`src/rtl/smf_pkg.sv`:
```
// Package for the sliding median filter: window size, widths and shared types.
// Used by the window front end, the sort cells, the top level and the checker.
// No dependencies.
package smf_pkg;

  // Window size (odd) and derived counts
  localparam int WIDTH       = 5;
  localparam int HALF        = WIDTH / 2;
  localparam int SAMPLE_BITS = 24;
  localparam int TDATA_BITS  = ((SAMPLE_BITS + 7) / 8) * 8;

  // Per-stream sample counter, saturating
  localparam int CNT_BITS = 5;
  localparam int SEEN_MAX = (1 << CNT_BITS) - 1;

  // Tap index, flush job index and signed offset arithmetic widths
  localparam int TAP_BITS = $clog2(WIDTH);
  localparam int IDX_BITS = $clog2(HALF + 1);
  localparam int Q_BITS   = CNT_BITS + 2;

  typedef logic [SAMPLE_BITS-1:0] sample_t;
  typedef sample_t [WIDTH-1:0]    win_t;

  // Side info that travels with each window through the sorter
  typedef struct packed {
    logic last;
    logic short_s;
  } tag_t;

endpackage

```
`src/rtl/smf_window.sv`:
```
// Window front end: tap line of recent samples, per-stream count and the
// job generator that feeds a job register one padded window per free cycle.
// Depends on smf_pkg.
module smf_window import smf_pkg::*; (
  input  logic    clk,
  input  logic    rst_n,
  input  logic    pad_sel,
  input  logic    in_valid,
  output logic    in_ready,
  input  sample_t in_sample,
  input  logic    in_last,
  output logic    job_valid,
  input  logic    job_ready,
  output win_t    job_win,
  output tag_t    job_tag
);

  // Tap line: tap_r[b] is the sample b positions back from the newest
  sample_t tap_r [WIDTH];

  logic [CNT_BITS-1:0] seen_r, seen_nxt;

  // Captured item context for the job generator
  logic                gen_v_r;
  logic [CNT_BITS-1:0] c_r;
  logic                last_r;
  logic                short_r;
  logic                mirror_r;
  logic [IDX_BITS-1:0] idx_r;

  logic                job_v_r;
  win_t                job_win_r, job_win_nxt;
  tag_t                job_tag_r;

  logic                in_acc;
  logic                in_short;
  logic                has_job;
  logic                gen_last_job;
  logic                job_free;
  logic                gen_adv;
  logic                gen_done;
  logic [IDX_BITS-1:0] d;

  // Handshake between generator, input and job register
  assign in_acc   = in_valid && in_ready;
  assign in_short = in_last && (seen_r < CNT_BITS'(HALF));
  assign has_job  = last_r || (c_r >= CNT_BITS'(HALF));
  assign job_free = !job_v_r || job_ready;
  assign gen_adv  = gen_v_r && (!has_job || job_free);
  assign gen_done = gen_adv && gen_last_job;
  assign in_ready = !gen_v_r || gen_done;

  // Distance of the job's center behind the newest sample, and final-job test
  always_comb begin
    if (!last_r) begin
      d            = IDX_BITS'(HALF);
      gen_last_job = 1'b1;
    end else if (short_r) begin
      d            = c_r[IDX_BITS-1:0] - idx_r;
      gen_last_job = (idx_r == c_r[IDX_BITS-1:0]);
    end else begin
      d            = IDX_BITS'(HALF) - idx_r;
      gen_last_job = (idx_r == IDX_BITS'(HALF));
    end
  end

  // Per window slot: offset back from newest, then left and right padding
  always_comb begin : sel_taps
    logic signed [Q_BITS-1:0] cq;
    logic signed [Q_BITS-1:0] dq;
    logic signed [Q_BITS-1:0] q;
    cq = Q_BITS'(c_r);
    dq = Q_BITS'(d);
    q  = '0;
    job_win_nxt = job_win_r;
    for (int j = 0; j < WIDTH; j++) begin
      q = dq + Q_BITS'(HALF) - Q_BITS'(j);
      // before the stream start
      if (q > cq) begin
        q = mirror_r ? (cq + cq - q) : cq;
      end
      // past the last sample
      if (last_r && q[Q_BITS-1]) begin
        q = mirror_r ? -q : '0;
      end
      job_win_nxt[j] = tap_r[q[TAP_BITS-1:0]];
    end
  end

  // Saturating sample count, cleared by the last word
  always_comb begin
    if (in_last) begin
      seen_nxt = '0;
    end else if (seen_r == CNT_BITS'(SEEN_MAX)) begin
      seen_nxt = seen_r;
    end else begin
      seen_nxt = seen_r + 1'b1;
    end
  end

  // Tap line shift
  always_ff @(posedge clk) begin
    if (in_acc) begin
      tap_r[0] <= in_sample;
      for (int b = 1; b < WIDTH; b++) begin
        tap_r[b] <= tap_r[b-1];
      end
    end
  end

  // Count and generator control
  always_ff @(posedge clk) begin
    if (!rst_n) begin
      seen_r  <= '0;
      gen_v_r <= 1'b0;
      idx_r   <= '0;
    end else begin
      if (in_acc) begin
        seen_r  <= seen_nxt;
        gen_v_r <= 1'b1;
        idx_r   <= '0;
      end else if (gen_done) begin
        gen_v_r <= 1'b0;
      end else if (gen_adv) begin
        idx_r <= idx_r + 1'b1;
      end
    end
  end

  // Item context, captured on accept
  always_ff @(posedge clk) begin
    if (in_acc) begin
      c_r      <= seen_r;
      last_r   <= in_last;
      short_r  <= in_short;
      mirror_r <= pad_sel && !in_short;
    end
  end

  // Job register feeding the sorter
  always_ff @(posedge clk) begin
    if (!rst_n) begin
      job_v_r <= 1'b0;
    end else if (gen_adv && has_job) begin
      job_v_r <= 1'b1;
    end else if (job_ready) begin
      job_v_r <= 1'b0;
    end
  end

  always_ff @(posedge clk) begin
    if (gen_adv && has_job) begin
      job_win_r         <= job_win_nxt;
      job_tag_r.last    <= last_r && gen_last_job;
      job_tag_r.short_s <= short_r;
    end
  end

  assign job_valid = job_v_r;
  assign job_win   = job_win_r;
  assign job_tag   = job_tag_r;

endmodule

```
`src/rtl/smf_sort_cell.sv`:
```
// One round of an odd-even transposition sorter: compare-exchange on
// alternate neighbor pairs, registered, with valid/ready flow control.
// Depends on smf_pkg.
module smf_sort_cell import smf_pkg::*; (
  input  logic clk,
  input  logic rst_n,
  input  logic phase,
  input  logic in_valid,
  output logic in_ready,
  input  win_t in_win,
  input  tag_t in_tag,
  output logic out_valid,
  input  logic out_ready,
  output win_t out_win,
  output tag_t out_tag
);

  logic v_r;
  win_t win_r, win_nxt;
  tag_t tag_r;

  assign in_ready = !v_r || out_ready;

  // Pairs starting at even or odd slots, by phase; pairs do not overlap
  always_comb begin
    win_nxt = in_win;
    for (int i = 0; i < WIDTH - 1; i++) begin
      if ((1'(i) == phase) && ($signed(in_win[i]) > $signed(in_win[i+1]))) begin
        win_nxt[i]   = in_win[i+1];
        win_nxt[i+1] = in_win[i];
      end
    end
  end

  always_ff @(posedge clk) begin
    if (!rst_n) begin
      v_r <= 1'b0;
    end else if (in_ready) begin
      v_r <= in_valid;
    end
  end

  always_ff @(posedge clk) begin
    if (in_ready && in_valid) begin
      win_r <= win_nxt;
      tag_r <= in_tag;
    end
  end

  assign out_valid = v_r;
  assign out_win   = win_r;
  assign out_tag   = tag_r;

endmodule

```
`src/rtl/sliding_median_filter_padded_top.sv`:
```
// Sliding median filter, top level: config register, window front end and a
// chain of sort cells whose last stage is the output register.
// Depends on smf_pkg, smf_window and smf_sort_cell.
//
// Takes one signed sample per ready cycle and returns, per position, the
// median of a 5-wide window; the first words of a stream come out once two
// more samples have arrived, and the word marked tlast flushes the rest with
// edge padding (pad mode 0 clamps to the edge sample, 1 mirrors about it).
// Streams of one or two samples are always clamped and flagged in tuser.
// Rate: one input word per cycle unless the output stalls; a tlast word holds
// in_tready low while its flush windows go out (two extra windows for normal
// streams, up to one for short ones), as the job generator issues one window
// per cycle while the job register is free. A window passes the item context
// register, the job register and a register per round of the 5-round odd-even
// transposition sorter. pad mode is sampled when each word is accepted.
module sliding_median_filter_padded_top import smf_pkg::*; (
  input  logic                  clk,
  input  logic                  rst_n,
  input  logic                  cfg_wr_en,
  input  logic                  cfg_wr_data,
  input  logic                  in_tvalid,
  output logic                  in_tready,
  input  logic [TDATA_BITS-1:0] in_tdata,   // [23:0] sample
  input  logic                  in_tlast,
  output logic                  out_tvalid,
  input  logic                  out_tready,
  output logic [TDATA_BITS-1:0] out_tdata,  // [23:0] median
  output logic                  out_tlast,
  output logic                  out_tuser   // [0] short_stream
);

  logic pad_sel_r;

  // Chain links: link 0 is the job register, link WIDTH the output register
  logic [WIDTH:0] cv;
  logic [WIDTH:0] cr;
  win_t           cw [WIDTH+1];
  tag_t           ct [WIDTH+1];

  // Pad mode register
  always_ff @(posedge clk) begin
    if (!rst_n) begin
      pad_sel_r <= 1'b0;
    end else if (cfg_wr_en) begin
      pad_sel_r <= cfg_wr_data;
    end
  end

  smf_window u_window (
    .clk       (clk),
    .rst_n     (rst_n),
    .pad_sel   (pad_sel_r),
    .in_valid  (in_tvalid),
    .in_ready  (in_tready),
    .in_sample (in_tdata[SAMPLE_BITS-1:0]),
    .in_last   (in_tlast),
    .job_valid (cv[0]),
    .job_ready (cr[0]),
    .job_win   (cw[0]),
    .job_tag   (ct[0])
  );

  // Sorter: WIDTH rounds of alternating phase
  for (genvar k = 0; k < WIDTH; k++) begin : g_cell
    smf_sort_cell u_cell (
      .clk       (clk),
      .rst_n     (rst_n),
      .phase     (1'(k)),
      .in_valid  (cv[k]),
      .in_ready  (cr[k]),
      .in_win    (cw[k]),
      .in_tag    (ct[k]),
      .out_valid (cv[k+1]),
      .out_ready (cr[k+1]),
      .out_win   (cw[k+1]),
      .out_tag   (ct[k+1])
    );
  end

  // Output word: middle of the sorted window
  assign cr[WIDTH]  = out_tready;
  assign out_tvalid = cv[WIDTH];
  assign out_tdata  = TDATA_BITS'(cw[WIDTH][HALF]);
  assign out_tlast  = ct[WIDTH].last;
  assign out_tuser  = ct[WIDTH].short_s;

endmodule

```
`config.mk`:
```
export PLATFORM = sky130hd
export DESIGN_NAME = sliding_median_filter_padded_top
export DESIGN_NICKNAME = d
export VERILOG_FILES = /design/src/rtl/smf_pkg.sv /design/src/rtl/smf_window.sv /design/src/rtl/smf_sort_cell.sv /design/src/rtl/sliding_median_filter_padded_top.sv
export SDC_FILE = /design/constraint.sdc
export NUM_CORES = 1
export LEC_CHECK = 0
export BUFFER_PORTS_ARGS = -buffer_cell sky130_fd_sc_hd__buf_2
export CAP_MARGIN = 25
export CORE_MARGIN = 2
export CORE_UTILIZATION = 59
export DETAILED_ROUTE_END_ITERATION = 8
export GPL_ROUTABILITY_DRIVEN = 0
export PLACE_DENSITY = 0.83
export REMOVE_ABC_BUFFERS = 1
export SLEW_MARGIN = 20
export SYNTH_ARGS = -nofsm -noshare
export SYNTH_HDL_FRONTEND = slang
export SYNTH_HIERARCHICAL = 1
export SYNTH_SLANG_ARGS = --single-unit
```
`constraint.sdc`:
```
create_clock -name clk -period 7.05 [get_ports clk]
set_clock_uncertainty 0.15 [all_clocks]
set_input_delay 0 -clock clk [delete_from_list [all_inputs] [get_ports clk]]
set_output_delay 0 -clock clk [all_outputs]
set_load 0.03 [all_outputs]
```
==> flow_metrics.env <==
export IMPL_cts_buffers=79
export IMPL_wirelength_um=132000
export IMPL_final_cell_mix="edfxtp_1 (716), inv_1 (485), ha_1 (469)"
export IMPL_fin_crit_sh=0.905
export IMPL_leakage_nw=22.1
export IMPL_cts_tree="yes"
export IMPL_yosysWarnings=6
export IMPL_cellInternalPower_mw=8.67
export IMPL_final_area_um2=55000
export IMPL_total_power_mw=12.6
export IMPL_htree_levels=3
export IMPL_vias=41700
export IMPL_layout_commonest_cell="edfxtp_1"
export IMPL_wire_per_inst_um=21.0
export IMPL_share_comb_of_total_power=0.244
export IMPL_nets=5555
export IMPL_grt_pass1_vias=38900
export IMPL_worst_slew_pin_transition_ns=5.12
export IMPL_place_hpwl_um=92800
export IMPL_core_area_um2=86500
export IMPL_firstDrtPassIters=8
export IMPL_crit_path_cell_trace="inv_1, ha_1, xnor3_1, o211ai_4, inv_4, ha_1, ha_1, a21o_1, a21oi_1, a211oi_1, nor2_1, o21ai_0, ha_1, or4_1, o211ai_4, buf_4, o31ai_1"
export IMPL_die_area_um2=89300
export IMPL_hold_slack_ns=0.133
export IMPL_hold_path_class="in -> reg"
export IMPL_cpLargestDelayFamily="compound AO/OA/AOI/OAI gates"
export IMPL_layout_setup_ws_ns=0.669
export IMPL_place_area_um2=51700
export IMPL_rows=108
export IMPL_relSlewSlack=-2.43
export IMPL_die_h_um=299
export IMPL_worstPathRequired_ns=7.28
export IMPL_seq_power_share=0.436
export IMPL_switching_share=0.314
export IMPL_finish_utilization=0.636
export IMPL_cts_max_path_buffers=3
export IMPL_fmax_mhz=157
export IMPL_io_pins=59
export IMPL_period_minus_slack_ns=6.38
export IMPL_ant_nets=0
export IMPL_antenna_found_initial=0
export IMPL_crit_slowest_cell="edfxtp_1"
export IMPL_crit_path_end_kind="flip-flop"
export IMPL_cpPeakStageDelay_ns=0.65
export IMPL_diodes=0
export IMPL_grt_use_total=0.286
export IMPL_setup_viol_count_final=0
export IMPL_area_delta_synth_final_pct=7.24
export IMPL_cts_sinks=731
export IMPL_initial_core_util=0.593
export IMPL_die_x_um=299
export IMPL_nFillCells=6476
export IMPL_layout_drive_gt1_share=0.114
export IMPL_netlist_area_um2=51300
export IMPL_syn_area_per_cell_um2=9.94
export IMPL_dp_slack_ns=0.808
export IMPL_clock_latency_ns=0.65
export IMPL_maxCapViolations=0
export IMPL_path_clk_slew_ns=0.06
export IMPL_path_max_fanout=48
export IMPL_pwr_share_clk=0.321
export IMPL_crit_path_frequent_cell="ha_1"
export IMPL_status="complete, but fails checks"
export IMPL_grt_pass1_wl_um=207000
export IMPL_rsz0062_at_grt="no"
export IMPL_ir_worst_vdd_uv=226
export IMPL_report_final_slew_viol_count=1036
export IMPL_root_buffer="clkbuf_16"
export IMPL_critPathLaunchType="flip-flop"
export IMPL_synth_cells=5159
export IMPL_p_sw_mw=3.97
export IMPL_path_class="reg -> reg"
export IMPL_worst_ep_arrival_time_ns=6.61
export IMPL_violations="max-slew violations"
export IMPL_grt_overflow=0
export IMPL_powerDensity_nw_per_um2=230
export IMPL_viasPerCell=6.65
export IMPL_drc=0
export IMPL_drt_initial_drc_count=6573
export IMPL_port_buffers=58
export IMPL_crit_buf_inv=3
export IMPL_final_hold_viol_count=0
export IMPL_grt_max_degree=90
-- registers in the layout, summed over array words and instances (netlist names) --
register and count:
g_cell.u_cell/out_tag 10, g_cell.u_cell/out_valid 5, g_cell.u_cell/out_win 456, pad_sel_r 1, u_window/c_r 5, u_window/gen_v_r 1
u_window/idx_r 2, u_window/job_tag 2, u_window/job_valid 1, u_window/job_win 120, u_window/last_r 1, u_window/mirror_r 1
u_window/seen_r 5, u_window/short_r 1, u_window/tap_r 120
-- through the flow --
stage,setup TNS [ns],instances
final,0,6272
after global routing,0,6272
after CTS,0,6268
after detailed placement,0,6065
after global placement,0,6064
after floorplan,-70.60,4804
-- worst paths after layout --
kind                                                   from                     endpoint  slack, ns  depth (start not counted)
worst max-delay path                        u_window/c_r[0]         u_window/job_win[73]       0.67                         17
worst min-delay path                                  rst_n   g_cell[3].u_cell/out_valid       0.13                          3
worst max register to register              u_window/c_r[0]         u_window/job_win[73]       0.67                         17
worst min register to register  g_cell[1].u_cell/out_tag[1]  g_cell[2].u_cell/out_tag[1]       0.27                          0
-- area by class of cell --
cell class                 instances  area [µm²]  area share
multi-input combinational       3585       26000       0.472
inverter                         488        1840      0.0334
timing repair buffer             168        1380      0.0250
sequential                       731       21800       0.397
clock buffer                      89        2010      0.0366
clock inverter                    56         546     0.00992
tap                             1155        1450      0.0263
-- timing repair --
action	in CTS	in global routing
setup endpoints to repair	0	0
buffers inserted	0	0
hold buffers	58	0
endpoints found under the hold margin	42	0
resized for setup	0	0
-- worst reg2reg max path, delay by kind of cell, from the launching register on --
family	cells	cell delay, ns
buffers and inverters	3	0.97
xor gates and xnor gates	1	0.38
DFF	1	0.65
and+or+nand+nor	2	1.01
adders and majority gates	4	1.22
AOI/OAI and AO/OA	7	1.72
-- power by group through the flow --
stage	registers [mW]	clock network (mW)	logic (mW)
3_3_place_gp	5.57	0	2.73
3_5_place_dp	5.58	0	2.87
5_1_grt	5.53	4.28	3.34
4_1_cts	5.49	4.12	2.91
6_report	5.51	4.06	3.08
2_1_floorplan	5.47	0	2.17
-- metal layers --
layer,track usage,part of all wire,up-vias
met3,0.0311,0.077,466
met5,0,0,-
met1,0.383,0.40,19800
met2,0.459,0.46,2345
met4,0.154,0.056,0
li1,-,-,19100
(Power assumes the default switching activity.)
